`config.mk`:
```
export PLATFORM = sky130hd
export DESIGN_NAME = mm_ss_countdown_with_digit_scan_unit
export DESIGN_NICKNAME = d
export VERILOG_FILES = /design/src/mmss_pkg.sv /design/src/mm_ss_countdown_with_digit_scan_unit.sv /design/src/mmss_front.sv /design/src/mmss_queue.sv /design/src/mmss_back.sv
export SDC_FILE = /design/constraint.sdc
export NUM_CORES = 1
export LEC_CHECK = 0
export BUFFER_PORTS_ARGS = -buffer_cell sky130_fd_sc_hd__buf_2
export CORE_MARGIN = 2
export CORE_UTILIZATION = 55
export CTS_CLUSTER_DIAMETER = 100
export DETAILED_ROUTE_END_ITERATION = 12
export HOLD_SLACK_MARGIN = 0.02
export PLACE_DENSITY = 0.81
export RECOVER_POWER = 100
export SYNTH_ARGS = -nofsm -noshare
export SYNTH_HDL_FRONTEND = slang
export SYNTH_HIERARCHICAL = 1
export SYNTH_SLANG_ARGS = --single-unit
```
`constraint.sdc`:
```
create_clock -name clock -period 6.2 [get_ports clock]
set_input_delay 0.62 -clock clock [delete_from_list [all_inputs] [get_ports clock]]
set_output_delay 0.62 -clock clock [all_outputs]
set_load 0.01 [all_outputs]
```
`src/mmss_pkg.sv`:
```
// Package for the minutes:seconds countdown with digit scan.
// Holds the opcode codes, the queue job type, the limits and the decimal split helper.
// Depends on nothing; every other file of the block uses it.
package mmss_pkg;

   typedef enum logic [1:0] {
      OP_LOAD  = 2'd0,
      OP_TICK  = 2'd1,
      OP_CLEAR = 2'd2,
      OP_ZEROS = 2'd3
   } opcode_type;

   localparam logic [6:0] MAX_MINUTES  = 7'd99;
   localparam logic [5:0] MAX_SECONDS  = 6'd59;
   localparam logic [5:0] LIMIT_RESET  = 6'd50;
   localparam logic [3:0] DIGIT_MAX    = 4'd9;
   localparam logic [3:0] SEC_TENS_MAX = 4'd5;

   localparam int unsigned QUEUE_DEPTH_DEFAULT = 2;

   // Four display positions are scanned per refresh tick.
   localparam int unsigned PHASE_W   = 2;
   localparam logic [PHASE_W-1:0] LAST_PHASE = 2'd3;

   localparam logic [3:0] SEL_ALL_ON = 4'b0000;

   // One queued display job: either a four-digit scan or a single all-zeros result.
   typedef struct packed {
      logic       zeros;
      logic       tout;
      logic [3:0] min_tens;
      logic [3:0] min_ones;
      logic [3:0] sec_tens;
      logic [3:0] sec_ones;
   } job_type;

   // Splits a value below 100 into tens and ones; x*205 >> 11 equals x/10 for x below 1029.
   function automatic logic [7:0] split_dec(input logic [6:0] v);
      logic [14:0] prod;
      logic [3:0]  tens;
      logic [6:0]  tens_x10;
      logic [6:0]  ones;
      prod     = 15'(v) * 15'd205;
      tens     = prod[14:11];
      tens_x10 = {tens, 3'b000} - 7'd0 + {2'b00, tens, 1'b0};
      ones     = v - tens_x10;
      return {tens, ones[3:0]};
   endfunction

endpackage

```
`src/mm_ss_countdown_with_digit_scan_unit.sv`:
```
// Top level of the minutes:seconds countdown with four-digit display scan.
// Instantiates mmss_front, mmss_queue and mmss_back; uses mmss_pkg.
//
// The block accepts one request per cycle while its job queue has room. Load and
// clear-prescaler requests update the time or prescaler in the front end and give no
// result. A refresh tick queues a scan job that gives four results from the time as it
// stood before the tick; show-zeros gives one result. The output register drains one
// result per cycle while rsp_ready holds, so sustained throughput is one refresh tick per
// four results, set by the single result port; the first result of an idle block passes
// through a queue slot and then the output register. The prescale limit is written through
// the csr channel, which is always ready, and must only be written while the block is idle.
module mm_ss_countdown_with_digit_scan_unit #(
   parameter int unsigned QUEUE_DEPTH = mmss_pkg::QUEUE_DEPTH_DEFAULT
) (
   input  logic       clock,
   input  logic       reset,
   input  logic       req_valid,
   output logic       req_ready,
   input  logic [1:0] req_opcode,
   input  logic [6:0] req_load_minutes,
   input  logic [5:0] req_load_seconds,
   output logic       rsp_valid,
   input  logic       rsp_ready,
   output logic [3:0] rsp_digit_select,
   output logic [3:0] rsp_digit_value,
   output logic       rsp_time_out,
   output logic       rsp_last,
   input  logic       csr_valid,
   output logic       csr_ready,
   input  logic [5:0] csr_prescale_limit
);

   logic              push_en;
   logic              push_ready;
   mmss_pkg::job_type push_job;
   logic              head_valid;
   logic              pop_en;
   mmss_pkg::job_type head_job;

   mmss_front u_front (
      .clock              (clock),
      .reset              (reset),
      .req_valid          (req_valid),
      .req_ready          (req_ready),
      .req_opcode         (req_opcode),
      .req_load_minutes   (req_load_minutes),
      .req_load_seconds   (req_load_seconds),
      .csr_valid          (csr_valid),
      .csr_ready          (csr_ready),
      .csr_prescale_limit (csr_prescale_limit),
      .push_en            (push_en),
      .push_ready         (push_ready),
      .push_job           (push_job)
   );

   mmss_queue #(
      .DEPTH (QUEUE_DEPTH)
   ) u_queue (
      .clock      (clock),
      .reset      (reset),
      .push_en    (push_en),
      .push_ready (push_ready),
      .push_job   (push_job),
      .head_valid (head_valid),
      .pop_en     (pop_en),
      .head_job   (head_job)
   );

   mmss_back u_back (
      .clock            (clock),
      .reset            (reset),
      .head_valid       (head_valid),
      .head_job         (head_job),
      .pop_en           (pop_en),
      .rsp_valid        (rsp_valid),
      .rsp_ready        (rsp_ready),
      .rsp_digit_select (rsp_digit_select),
      .rsp_digit_value  (rsp_digit_value),
      .rsp_time_out     (rsp_time_out),
      .rsp_last         (rsp_last)
   );

endmodule

```
`src/mmss_front.sv`:
```
// Front end of the countdown: accepts requests, keeps the time and prescaler,
// and pushes display jobs into the queue. Uses mmss_pkg.
module mmss_front (
   input  logic                  clock,
   input  logic                  reset,
   input  logic                  req_valid,
   output logic                  req_ready,
   input  logic [1:0]            req_opcode,
   input  logic [6:0]            req_load_minutes,
   input  logic [5:0]            req_load_seconds,
   input  logic                  csr_valid,
   output logic                  csr_ready,
   input  logic [5:0]            csr_prescale_limit,
   output logic                  push_en,
   input  logic                  push_ready,
   output mmss_pkg::job_type     push_job
);

   logic [5:0] limit_ff, limit_in;
   logic [5:0] count_ff, count_in;
   logic [3:0] mt_ff, mt_in;
   logic [3:0] mo_ff, mo_in;
   logic [3:0] st_ff, st_in;
   logic [3:0] so_ff, so_in;

   logic       accept;
   logic       tout;
   logic [6:0] min_sat;
   logic [5:0] sec_sat;
   logic [7:0] min_split;
   logic [7:0] sec_split;

   assign req_ready = push_ready;
   assign csr_ready = 1'b1;
   assign accept    = req_valid && push_ready;
   assign tout      = (mt_ff == 4'd0) && (mo_ff == 4'd0) && (st_ff == 4'd0) && (so_ff == 4'd0);

   assign min_sat   = (req_load_minutes > mmss_pkg::MAX_MINUTES) ? mmss_pkg::MAX_MINUTES
                                                                  : req_load_minutes;
   assign sec_sat   = (req_load_seconds > mmss_pkg::MAX_SECONDS) ? mmss_pkg::MAX_SECONDS
                                                                  : req_load_seconds;
   assign min_split = mmss_pkg::split_dec(min_sat);
   assign sec_split = mmss_pkg::split_dec({1'b0, sec_sat});

   always_comb begin
      limit_in = limit_ff;
      count_in = count_ff;
      mt_in    = mt_ff;
      mo_in    = mo_ff;
      st_in    = st_ff;
      so_in    = so_ff;
      push_en  = 1'b0;

      push_job.zeros    = (mmss_pkg::opcode_type'(req_opcode) == mmss_pkg::OP_ZEROS);
      push_job.tout     = tout;
      push_job.min_tens = mt_ff;
      push_job.min_ones = mo_ff;
      push_job.sec_tens = st_ff;
      push_job.sec_ones = so_ff;

      if (csr_valid) begin
         limit_in = csr_prescale_limit;
      end

      if (accept) begin
         unique case (mmss_pkg::opcode_type'(req_opcode))
            mmss_pkg::OP_LOAD: begin
               mt_in = min_split[7:4];
               mo_in = min_split[3:0];
               st_in = sec_split[7:4];
               so_in = sec_split[3:0];
            end
            mmss_pkg::OP_TICK: begin
               push_en = 1'b1;
               if (count_ff == limit_ff) begin
                  // One second elapses; the time holds once it reaches 00:00.
                  if (st_ff == 4'd0 && so_ff == 4'd0) begin
                     if (mt_ff != 4'd0 || mo_ff != 4'd0) begin
                        st_in = mmss_pkg::SEC_TENS_MAX;
                        so_in = mmss_pkg::DIGIT_MAX;
                        if (mo_ff == 4'd0) begin
                           mo_in = mmss_pkg::DIGIT_MAX;
                           mt_in = mt_ff - 4'd1;
                        end else begin
                           mo_in = mo_ff - 4'd1;
                        end
                     end
                  end else if (so_ff == 4'd0) begin
                     so_in = mmss_pkg::DIGIT_MAX;
                     st_in = st_ff - 4'd1;
                  end else begin
                     so_in = so_ff - 4'd1;
                  end
                  count_in = 6'd1;
               end else begin
                  count_in = count_ff + 6'd1;
               end
            end
            mmss_pkg::OP_CLEAR: begin
               count_in = 6'd0;
            end
            mmss_pkg::OP_ZEROS: begin
               push_en = 1'b1;
            end
            default: begin
               push_en = 1'b0;
            end
         endcase
      end
   end

   always_ff @(posedge clock) begin
      if (reset) begin
         limit_ff <= mmss_pkg::LIMIT_RESET;
         count_ff <= 6'd0;
         mt_ff    <= 4'd0;
         mo_ff    <= 4'd0;
         st_ff    <= 4'd0;
         so_ff    <= 4'd0;
      end else begin
         limit_ff <= limit_in;
         count_ff <= count_in;
         mt_ff    <= mt_in;
         mo_ff    <= mo_in;
         st_ff    <= st_in;
         so_ff    <= so_in;
      end
   end

`ifndef ASSERT_OFF
   // The time is always a valid mm:ss value in decimal digits.
   a_time_in_range: assert property (@(posedge clock) disable iff (reset)
      (mt_ff <= mmss_pkg::DIGIT_MAX) && (mo_ff <= mmss_pkg::DIGIT_MAX) &&
      (st_ff <= mmss_pkg::SEC_TENS_MAX) && (so_ff <= mmss_pkg::DIGIT_MAX))
      else $error("countdown time left decimal range");
`endif

endmodule

```
`src/mmss_queue.sv`:
```
// Short job queue between the front end and the display scanner.
// Register-based ring buffer; uses mmss_pkg for the job type.
module mmss_queue #(
   parameter int unsigned DEPTH = mmss_pkg::QUEUE_DEPTH_DEFAULT
) (
   input  logic               clock,
   input  logic               reset,
   input  logic               push_en,
   output logic               push_ready,
   input  mmss_pkg::job_type  push_job,
   output logic               head_valid,
   input  logic               pop_en,
   output mmss_pkg::job_type  head_job
);

   localparam int unsigned PTR_W = (DEPTH > 1) ? $clog2(DEPTH) : 1;
   localparam int unsigned CNT_W = $clog2(DEPTH + 1);

   mmss_pkg::job_type slot_ff [DEPTH];
   logic [PTR_W-1:0]  wr_ptr_ff, wr_ptr_in;
   logic [PTR_W-1:0]  rd_ptr_ff, rd_ptr_in;
   logic [CNT_W-1:0]  fill_ff, fill_in;

   assign push_ready = (fill_ff != CNT_W'(DEPTH));
   assign head_valid = (fill_ff != '0);
   assign head_job   = slot_ff[rd_ptr_ff];

   always_comb begin
      wr_ptr_in = wr_ptr_ff;
      rd_ptr_in = rd_ptr_ff;
      fill_in   = fill_ff;
      if (push_en) begin
         wr_ptr_in = (wr_ptr_ff == PTR_W'(DEPTH - 1)) ? '0 : wr_ptr_ff + 1'b1;
      end
      if (pop_en) begin
         rd_ptr_in = (rd_ptr_ff == PTR_W'(DEPTH - 1)) ? '0 : rd_ptr_ff + 1'b1;
      end
      if (push_en && !pop_en) begin
         fill_in = fill_ff + 1'b1;
      end else if (pop_en && !push_en) begin
         fill_in = fill_ff - 1'b1;
      end
   end

   always_ff @(posedge clock) begin
      if (push_en) begin
         slot_ff[wr_ptr_ff] <= push_job;
      end
   end

   always_ff @(posedge clock) begin
      if (reset) begin
         wr_ptr_ff <= '0;
         rd_ptr_ff <= '0;
         fill_ff   <= '0;
      end else begin
         wr_ptr_ff <= wr_ptr_in;
         rd_ptr_ff <= rd_ptr_in;
         fill_ff   <= fill_in;
      end
   end

`ifndef ASSERT_OFF
   a_fill_bound: assert property (@(posedge clock) disable iff (reset)
      fill_ff <= CNT_W'(DEPTH))
      else $error("job queue fill count beyond depth");
`endif

endmodule

```
`src/mmss_back.sv`:
```
// Display scanner: turns queued jobs into digit results through an output register.
// Uses mmss_pkg for the job type and phase constants.
module mmss_back (
   input  logic               clock,
   input  logic               reset,
   input  logic               head_valid,
   input  mmss_pkg::job_type  head_job,
   output logic               pop_en,
   output logic               rsp_valid,
   input  logic               rsp_ready,
   output logic [3:0]         rsp_digit_select,
   output logic [3:0]         rsp_digit_value,
   output logic               rsp_time_out,
   output logic               rsp_last
);

   logic [mmss_pkg::PHASE_W-1:0] phase_ff, phase_in;
   logic                         valid_ff, valid_in;
   logic [3:0]                   sel_ff, sel_in;
   logic [3:0]                   value_ff, value_in;
   logic                         tout_ff, tout_in;
   logic                         last_ff, last_in;

   logic out_free;
   logic emit;
   logic is_last;

   assign out_free = !valid_ff || rsp_ready;
   assign emit     = out_free && head_valid;
   assign is_last  = head_job.zeros || (phase_ff == mmss_pkg::LAST_PHASE);
   assign pop_en   = emit && is_last;

   always_comb begin
      phase_in = phase_ff;
      valid_in = valid_ff && !rsp_ready;
      sel_in   = sel_ff;
      value_in = value_ff;
      tout_in  = tout_ff;
      last_in  = last_ff;
      if (emit) begin
         valid_in = 1'b1;
         tout_in  = head_job.tout;
         last_in  = is_last;
         phase_in = is_last ? '0 : phase_ff + 1'b1;
         if (head_job.zeros) begin
            sel_in   = mmss_pkg::SEL_ALL_ON;
            value_in = 4'd0;
         end else begin
            // Active-low select walks from minute tens down to second ones.
            sel_in = ~(4'b1000 >> phase_ff);
            case (phase_ff)
               2'd0:    value_in = head_job.min_tens;
               2'd1:    value_in = head_job.min_ones;
               2'd2:    value_in = head_job.sec_tens;
               default: value_in = head_job.sec_ones;
            endcase
         end
      end
   end

   always_ff @(posedge clock) begin
      sel_ff   <= sel_in;
      value_ff <= value_in;
      tout_ff  <= tout_in;
      last_ff  <= last_in;
   end

   always_ff @(posedge clock) begin
      if (reset) begin
         phase_ff <= '0;
         valid_ff <= 1'b0;
      end else begin
         phase_ff <= phase_in;
         valid_ff <= valid_in;
      end
   end

   assign rsp_valid        = valid_ff;
   assign rsp_digit_select = sel_ff;
   assign rsp_digit_value  = value_ff;
   assign rsp_time_out     = tout_ff;
   assign rsp_last         = last_ff;

`ifndef ASSERT_OFF
   // A scan in progress keeps its job at the head of the queue.
   a_scan_holds_job: assert property (@(posedge clock) disable iff (reset)
      (phase_ff != '0) |-> (head_valid && !head_job.zeros))
      else $error("digit scan lost its job mid-scan");

   // Results before the last one of a scan enable exactly one digit.
   a_single_digit: assert property (@(posedge clock) disable iff (reset)
      (valid_ff && !last_ff) |-> ($countones(sel_ff) == 3))
      else $error("non-final scan result enables other than one digit");

   a_last_phase_wrap: assert property (@(posedge clock) disable iff (reset)
      pop_en |=> (phase_ff == '0))
      else $error("scan phase did not restart after a job completed");
`endif

endmodule

```
==> impl_metrics.csv, run 1 <==
group,metric,value,unit
outcome,status,"complete, but fails checks",
outcome,violations,"capacitance limit, slew limit",
routing,drt_iter0_drc,207,
setup_path,startpoint,"req_load_minutes[3]",
clock_network,insertion_delay,0.36,ns
flow_run,maxCapViolCount,1,
logic_synthesis,async_flop_share,0,
sta,setup_viol,0,
setup_path,cpMaxStageDelayCell,"o311ai_0",
sta,maxSlewViolCount,39,
global_routing,track_usage,0.208,
global_routing,antenna_found_initial,0,
setup_path,cp-start-kind,"input port",
layout,syn2layout_area_growth,7.09,%
clock_network,cts_buffers,9,
logic_synthesis,synth_cell_types,67,
clock_network,postCtsHoldBufs,0,
logic_synthesis,synth_common_cells,"ha_1, inv_1, edfxtp_1, nor2_1, dfxtp_1",
floorplanning,io_pins,39,
setup_path,slowest_delay,0.55,ns
setup_path,worstPathMaxFanout,3,
setup_path,path_buf_inv,3,
logic_synthesis,netlist_instances,533,
floorplanning,dieArea,10900,µm²
layout,multiInputGateArea,3100,µm²
setup_path,path_common_cell,"ha_1",
floorplanning,die_w,104,µm
clock_network,path_clk_slew,0.09,ns
sta,fin_skew,0.0133,ns
logic_synthesis,ys.flop_type,"edfxtp_1",
sta,fin_crit_sh,0.811,
setup_path,reg2reg_slack,3.07,ns
logic_synthesis,syn-num-nets,650,
logic_synthesis,synth_seq_cells,82,
placed_design,gp_congestion,0.904,
sta,slew_headroom,-0.0517,
logic_synthesis,synth_edf_count,46,
power_and_ir_drop,total_power,1760,µW
sta,rsz0062_at_grt,"no",
min_path,min_path_type,"in -> reg",
global_routing,grt_max_degree,39,
logic_synthesis,synth.most_common_cell,"ha_1",
sta,setup-tns-final,0,ns
setup_path,rr_startpoint,"u_front/so_ff[0]",
sta,hold_viol,0,
clock_network,cts_sinks,82,
routing,vias,3984,
routing,dr.pass1.iters,5,
layout,fin_area,5930,µm²
routing,routed_via_density,5.67,
setup_path,path_class,"in -> reg",
logic_synthesis,yosys.area.top_type,"edfxtp_1",
layout,drive_above_1_share,0.0719,
min_path,hp-start,"csr_prescale_limit[1]",
placed_design,place_area,5810,µm²
floorplanning,core,9770,µm²
clock_network,htreeDepth,3,
clock_network,postCtsSetupBuffers,0,
placed_design,dp_hpwl,8050,µm
floorplanning,start_util,0.567,
logic_synthesis,synthTopCellsByArea,"edfxtp_1, ha_1, dfxtp_1",
setup_path,endpoint_kind,"register",
layout,fin_nets,682,
power_and_ir_drop,p_leak,0.00258,µW
power_and_ir_drop,power_density,296,nW/µm²
floorplanning,dieHeight,104,µm
global_routing,grt_pass1_wl,18500,µm
routing,drc,0,
setup_path,crit_family,"adder cells",
global_routing,grt_overflow,0,
layout,post-route-util,0.607,
clock_network,ctsLongestPathBuffers,2,
power_and_ir_drop,ir_drop,132,µV
routing,ant_nets,0,
sta,worst_pin_slew,1.58,ns
logic_synthesis,syn_avg_cell_area,10.4,µm²
logic_synthesis,yosys_warnings,6,
logic_synthesis,synth_top_area_share,0.249,
setup_path,crit_chain,"buf_2, o311ai_0, nand2b_1, ha_1, inv_1, fa_1, inv_1, fa_1, ha_1, ha_1, o21ai_0, o31ai_1, nand2_1, xnor2_1, ha_1, a21oi_1, xor3_1, a211oi_1",
clock_network,cts_resized,0,
floorplanning,fp-row-count,36,
sta,fin_crit,5.03,ns
clock_network,cts_tree,"built",
routing,wl_per_cell,15.2,µm
logic_synthesis,yosysSeqAreaShare,0.379,
sta,clock.fmax,199,MHz
layout,nFillCells,827,
logic_synthesis,netlist_area,5540,µm²
layout,register_area,2100,µm²
setup_path,critPathRequiredTime,6.47,ns
global_routing,first_global_vias,4024,
placed_design,port-buffer-count,37,
setup_path,worstPathArrival,5.30,ns
clock_network,cts_root_buffer,"clkbuf_8",
layout,diodes,0,
routing,wl,10700,µm
==> metal layers <==
layer | vias to the layer above | part of all wire | global-route usage
li1 | 1951 | - | -
met1 | 1924 | 0.43 | 0.255
met2 | 89 | 0.51 | 0.360
met3 | 20 | 0.040 | 0.0376
met4 | 0 | 0.020 | 0.0820
met5 | - | 0 | 0
==> worst paths after layout <==
kind                           end  cells past startpoint
max               u_front/mo_ff[3]                     18
min            u_front/limit_ff[1]                      2
max reg2reg       u_front/mt_ff[3]                      9
min reg2reg  u_queue/slot_ff[0][4]                      0
==> worst reg2reg max path: cells and delay by family (launching register included) <==
family          cells  cell delay [ns]
simple gates        2             0.83
mux                 1             0.38
fa+ha+maj           1             0.18
compound gates      3             0.56
buf+inv             2             0.65
flops               1             0.38
==> cell usage in the layout, fill, tap and decap left out, types with 3 or more instances in the layout <==
cell type  Yosys  final
o31ai_1        4      4
nand4_1        5      5
nand2b_1       8      8
inv_1         58     58
o21a_1         3      3
fa_1          14     14
clkbuf_8       0      9
nor2_1        42     43
dfxtp_1       36     36
o21ai_0       12     12
a22oi_1        4      4
a211o_1        5      5
nand3_1       10     10
o2111ai_1      3      3
a221oi_1       4      4
clkinv_1       1      3
xnor2_1       13     13
buf_2          3     20
ha_1          77     77
and2_0         0      3
and3_1         6      6
nor2b_1        6      6
clkbuf_1       9     20
or2_2          3      3
mux2i_1        7      7
nand2_1       21     21
xor2_1        16     16
a211oi_1       6      7
and2_1         4      3
a31oi_1        6      6
nor3_1        11     11
a21oi_1       28     28
mux2_1        19     19
edfxtp_1      46     46
==> flip-flops by register name, summed over array words and instances, names as in the netlist, named ones only <==
register / flops
u_back/rsp_last: 1
u_queue/slot_ff: 36
u_queue/rd_ptr_ff: 1
u_front/st_ff: 4
u_queue/wr_ptr_ff: 1
u_front/limit_ff: 6
u_front/mo_ff: 4
u_back/rsp_time_out: 1
u_back/phase_ff: 2
u_front/so_ff: 4
u_back/rsp_digit_value: 4
u_queue/fill_ff: 2
u_back/rsp_digit_select: 4
u_back/rsp_valid: 1
u_front/count_ff: 6
u_front/mt_ff: 4
==> layout make-up <==
cell class / instances / area share
well taps: 133 / 0.0280
multi-input cells: 373 / 0.522
repair buffers: 39 / 0.0289
clock buffers: 10 / 0.0215
flip-flops and latches: 82 / 0.354
clock inverters: 6 / 0.00696
inverters: 60 / 0.0380
==> cell families (layout without fill, tap and decap cells) <==
family,after synthesis,count (layout),share of synthesized area
compound gates,95,95,0.116
xor+xnor,30,30,0.0501
fa+ha+maj,91,91,0.224
buf+inv,78,115,0.0582
flops,82,82,0.379
mux,26,26,0.0513
other cells,1,1,0.000677
simple gates,130,130,0.120
==> report_power, final <==
group,internal (µW),switching (µW),leakage [µW],total [µW]
clock network,147,197,0.0000886,344
registers,671,55.5,0.000740,726
logic,299,390,0.00175,689
==> stage by stage <==
step / hold slack (ns) / worst slack [ns] / std cells
final: 0.466 / 1.17 / 703
after floorplan: 0.448 / 1.53 / 533
after CTS: 0.454 / 1.15 / 703
after global routing: 0.459 / 0.740 / 703
after detailed placement: 0.483 / 0.790 / 687
after global placement: 0.468 / 0.857 / 687
(Power assumes the default switching activity.)
==> inputs of run 2 (changes only) <==
==> constraint.sdc (replaced) <==
create_clock -name clock -period 4.9 [get_ports clock]
set_input_delay 0.49 -clock clock [delete_from_list [all_inputs] [get_ports clock]]
set_output_delay 0.49 -clock clock [all_outputs]
set_load 0.01 [all_outputs]
==> impl_metrics.csv, run 2 (same netlist as run 1, synthesis figures left out) <==
group,metric,value,unit
global_routing,first_global_vias,3968,
sta,worst_slack,0.267,ns
layout,post-route-util,0.616,
placed_design,dp_hpwl,8000,µm
clock_network,postCtsSetupBuffers,0,
floorplanning,dieArea,10900,µm²
routing,vias,3988,
setup_path,cp-start-kind,"input port",
routing,drt_iter0_drc,234,
outcome,violations,"capacitance limit, slew limit",
clock_network,cts_resized,0,
layout,final_cell_mix,"ha_1, inv_1, edfxtp_1",
floorplanning,dieHeight,104,µm
global_routing,met2_usage,0.346,
routing,ant_nets,0,
power_and_ir_drop,power_density,372,nW/µm²
sta,fin_skew,0.0113,ns
sta,fin_crit_sh,0.946,
power_and_ir_drop,comb_power_share,0.394,
layout,fin_nets,691,
routing,dr.pass1.iters,6,
sta,maxSlewViolCount,39,
clock_network,cts_root_buffer,"clkbuf_8",
global_routing,grt_use_met3,0.0382,
floorplanning,io_pins,39,
power_and_ir_drop,p_sw,811,µW
global_routing,grt_pass1_wl,18000,µm
power_and_ir_drop,switching_share,0.362,
global_routing,grt_max_degree,39,
floorplanning,fp-row-count,36,
sta,setup-tns-final,0,ns
power_and_ir_drop,clock_power_share,0.197,
power_and_ir_drop,ir_drop,161,µV
sta,hold_viol,0,
sta,worst_pin_slew,1.61,ns
clock_network,cts_buffers,9,
sta,slew_headroom,-0.0702,
setup_path,critPathRequiredTime,5.17,ns
placed_design,post-place-ws,-0.230,ns
layout,largest_register,"u_queue/slot_ff",
layout,reg.largest.list,"u_queue/slot_ff: 36 flops, u_front/count_ff: 6 flops, u_front/limit_ff: 6 flops",
clock_network,insertion_delay,0.35,ns
placed_design,port-buffer-count,37,
setup_path,worstPathArrival,4.91,ns
min_path,min_path_type,"in -> reg",
outcome,status,"complete, but fails checks",
global_routing,busiest_layer,"met2",
global_routing,grt_overflow,0,
power_and_ir_drop,seqPwrFrac,0.409,
min_path,hp-start,"csr_prescale_limit[5]",
layout,drive_above_1_share,0.0933,
routing,drc,0,
routing,wl,10500,µm
routing,routed_via_density,5.60,
clock_network,cts_sinks,82,
layout,fin_area,6020,µm²
setup_path,endpoint_kind,"register",
setup_path,rr_startpoint,"u_front/so_ff[0]",
sta,fin_crit,4.63,ns
layout,final_common_cell,"ha_1",
placed_design,place_area,5880,µm²
setup_path,startpoint,"req_load_minutes[2]",
floorplanning,die_w,104,µm
clock_network,postCtsHoldBufs,0,
floorplanning,core,9770,µm²
global_routing,use_met1,0.252,
setup_path,path_class,"in -> reg",
clock_network,ctsLongestPathBuffers,2,
sta,setup_viol,0,
global_routing,track_usage,0.201,
clock_network,cts_tree,"built",
flow_run,maxCapViolCount,1,
placed_design,gp_congestion,0.854,
sta,clock.fmax,216,MHz
power_and_ir_drop,intPower,1430,µW
clock_network,path_clk_slew,0.09,ns
layout,syn2layout_area_growth,8.67,%
clock_network,htreeDepth,3,
floorplanning,start_util,0.567,
layout,diodes,0,
setup_path,worstPathMaxFanout,3,
global_routing,antenna_found_initial,0,
power_and_ir_drop,p_leak,0.00263,µW
layout,largest_reg_flops,36,
routing,wl_per_cell,14.7,µm
==> run 2: area by class of cell <==
class / count / area, µm²
multi-input combinational: 373 / 3120
clock buffer: 9 / 124
sequential: 82 / 2100
timing repair buffer: 48 / 233
clock inverter: 7 / 53.8
inverter: 60 / 225
tap: 133 / 166
fill: 797 / 3750
==> run 2: power by group through the flow <==
stage          logic, µW  clock network, µW  registers [µW]
6_report             881                442             917
3_5_place_dp         898                  0             931
4_1_cts              904                453             915
3_3_place_gp         861                  0             926
2_1_floorplan        680                  0             922
5_1_grt              997                485             931
==> run 2: routing by layer <==
layer | part of all wire | vias up
met4 | 0.011 | 0
met3 | 0.037 | 10
met1 | 0.44 | 1910
li1 | - | 1966
met2 | 0.51 | 102
met5 | 0 | -
==> run 2: critical path, stage by stage <==
cell and delay [ns]:
buf_2 0.10, o311ai_1 0.38, nand2b_1 0.18, ha_1 0.34
inv_1 0.06, fa_1 0.36, inv_1 0.08, fa_1 0.42
ha_1 0.31, ha_1 0.31, o21ai_0 0.10, o31ai_1 0.31
nand2_1 0.13, xnor2_1 0.21, ha_1 0.29, a21oi_1 0.16
xor3_1 0.44, a211oi_2 0.22
==> run 2: worst paths after layout <==
kind                          to  slack [ns]  cells after the start
min          u_front/limit_ff[5]        0.34                      2
max             u_front/mo_ff[3]        0.27                     18
min reg2reg   u_queue/fill_ff[1]        0.51                      2
max reg2reg     u_front/mt_ff[3]        1.78                      9
==> run 2: metrics by stage <==
step / hold slack [ns] / instances / total power, µW
detailed placement: 0.495 / 696 / 1830
CTS: 0.322 / 712 / 2270
global placement: 0.465 / 696 / 1790
global route: 0.316 / 712 / 2410
finish: 0.338 / 712 / 2240
floorplan: 0.448 / 533 / 1600
==> inputs of run 3 (changes only) <==
--- a/config.mk
+++ b/config.mk
@@ -8,6 +8,7 @@
 export BUFFER_PORTS_ARGS = -buffer_cell sky130_fd_sc_hd__buf_2
 export CORE_MARGIN = 2
 export CORE_UTILIZATION = 55
+export CTS_BUF_LIST = sky130_fd_sc_hd__clkbuf_4
 export CTS_CLUSTER_DIAMETER = 100
 export DETAILED_ROUTE_END_ITERATION = 12
 export HOLD_SLACK_MARGIN = 0.02
==> impl_metrics.csv, run 3 (same netlist as run 1, synthesis figures left out) <==
group,metric,value,unit
outcome,status,"finished clean",
sta,setup_viol,0,
sta,fin_crit_sh,0.933,
placed_design,port-buffer-count,37,
setup_path,worstPathMaxFanout,3,
floorplanning,fp-row-count,36,
min_path,hold_end,"u_front/limit_ff[5]",
placed_design,dp_hpwl,8000,µm
sta,worst_slack,0.329,ns
clock_network,postCtsSetupBuffers,0,
setup_path,rr_startpoint,"u_front/so_ff[0]",
routing,wl_per_cell,14.5,µm
clock_network,cts_buffers,9,
setup_path,endpoint_kind,"register",
global_routing,grt_overflow,0,
setup_path,path_class,"in -> reg",
routing,route.met3.wl,347,µm
setup_path,r2r-end,"u_front/mt_ff[0]",
clock_network,cts_tree,"built",
power_and_ir_drop,total_power,2140,µW
routing,routed_via_density,5.54,
min_path,worstHoldPathCells,2,
sta,worst_pin_slew,1.26,ns
clock_network,cts_root_buffer,"clkbuf_4",
sta,rsz0062_at_grt,"no",
routing,drc,0,
layout,fin_area,5960,µm²
sta,clock.fmax,219,MHz
placed_design,post-place-ws,-0.230,ns
floorplanning,core,9770,µm²
sta,hold_viol,0,
layout,final_cell_mix,"ha_1, inv_1, edfxtp_1",
global_routing,grt_max_degree,39,
sta,slew_headroom,0.161,
global_routing,first_global_vias,3949,
global_routing,track_usage,0.200,
layout,final_common_cell,"ha_1",
floorplanning,start_util,0.567,
layout,reg.largest.list,"u_queue/slot_ff: 36 flops, u_front/count_ff: 6 flops, u_front/limit_ff: 6 flops",
layout,largest_register,"u_queue/slot_ff",
clock_network,htreeDepth,3,
sta,fin_skew,0.0169,ns
routing,wl_met2,5320,µm
floorplanning,dieHeight,104,µm
routing,drt_iter0_drc,227,
setup_path,reg2reg_depth,9,
placed_design,place_area,5880,µm²
min_path,min_path_type,"in -> reg",
clock_network,insertion_delay,0.42,ns
min_path,hp-start,"csr_prescale_limit[5]",
floorplanning,die_w,104,µm
floorplanning,io_pins,39,
layout,drive_above_1_share,0.0915,
routing,m1WireLength,4550,µm
setup_path,cp-start-kind,"input port",
clock_network,cts_sinks,82,
setup_path,reg2reg_slack,1.82,ns
sta,fin_crit,4.57,ns
setup_path,worstPathArrival,4.91,ns
routing,dr.pass1.iters,5,
clock_network,ctsLongestPathBuffers,2,
clock_network,path_clk_slew,0.14,ns
setup_path,critPathRequiredTime,5.23,ns
sta,maxSlewViolCount,0,
power_and_ir_drop,ir_drop,153,µV
layout,nFillCells,803,
global_routing,grt_pass1_wl,18000,µm
placed_design,gp_congestion,0.854,
layout,syn2layout_area_growth,7.47,%
layout,largest_reg_flops,36,
power_and_ir_drop,p_leak,0.00261,µW
routing,wl,10300,µm
routing,vias,3946,
floorplanning,dieArea,10900,µm²
routing,ant_nets,0,
routing,maxUsedRoutingLayer,"met4",
flow_run,maxCapViolCount,0,
power_and_ir_drop,power_density,359,nW/µm²
layout,fin_nets,691,
layout,diodes,0,
global_routing,antenna_found_initial,0,
layout,post-route-util,0.609,
==> run 3: cell types whose count changed in the layout (fill, tap and decap cells not counted), sizes merged <==
cell    previous run  this run
clkbuf            29        28
buf               28        29
==> run 3: metrics by stage <==
stage               std cells  hold slack, ns  TNS [ns]
floorplan                 533           0.448         0
global placement          696           0.465         0
detailed placement        696           0.495    -0.313
CTS                       712           0.229         0
global route              712           0.218         0
finish                    712           0.262         0
==> run 3: repair_timing <==
action	in CTS	in global routing
endpoints found under the setup margin	0	2
resized for setup	0	2
hold buffers	0	0
==> run 3: power breakdown <==
part           internal [µW]  switching [µW]
Combinational            389             484
Clock                    109             239
Sequential               848            67.7
==> run 3: routing by layer <==
layer  vias up  GRT usage
met2        79      0.347
met4         0     0.0685
met5         -          0
met3        11     0.0313
met1      1888      0.254
li1       1968          -
==> run 3: cell type report <==
class,instances,area (µm²),area share
inverters,60,225,0.0378
multi-input cells,373,3110,0.522
repair buffers,48,234,0.0393
well taps,133,166,0.0279
clock buffers,9,67.6,0.0113
clock inverters,7,53.8,0.00903
flip-flops and latches,82,2100,0.353
==> run 3: worst max-delay path by stage <==
stage	start	endpoint	slack (ns)	cells after the start
final	req_load_minutes[2]	u_front/mo_ff[3]	0.33	18
after global routing	req_load_seconds[4]	u_front/so_ff[3]	0.03	22
after CTS	req_load_minutes[2]	u_front/mo_ff[3]	0.23	18
after detailed placement	req_load_minutes[2]	u_front/mo_ff[3]	-0.23	18
after global placement	req_load_minutes[2]	u_front/mo_ff[3]	0.04	18
after floorplan	req_load_seconds[4]	u_front/so_ff[3]	0.36	18
==> run 3: worst max-delay path: stages <==
cell and delay, ns:
buf_2 0.10, o311ai_1 0.38, nand2b_1 0.18, ha_1 0.34, inv_1 0.06, fa_1 0.36
inv_1 0.08, fa_1 0.42, ha_1 0.31, ha_1 0.31, o21ai_0 0.10, o31ai_1 0.30
nand2_1 0.13, xnor2_1 0.21, ha_1 0.29, a21oi_1 0.16, xor3_1 0.42, a211oi_1 0.24
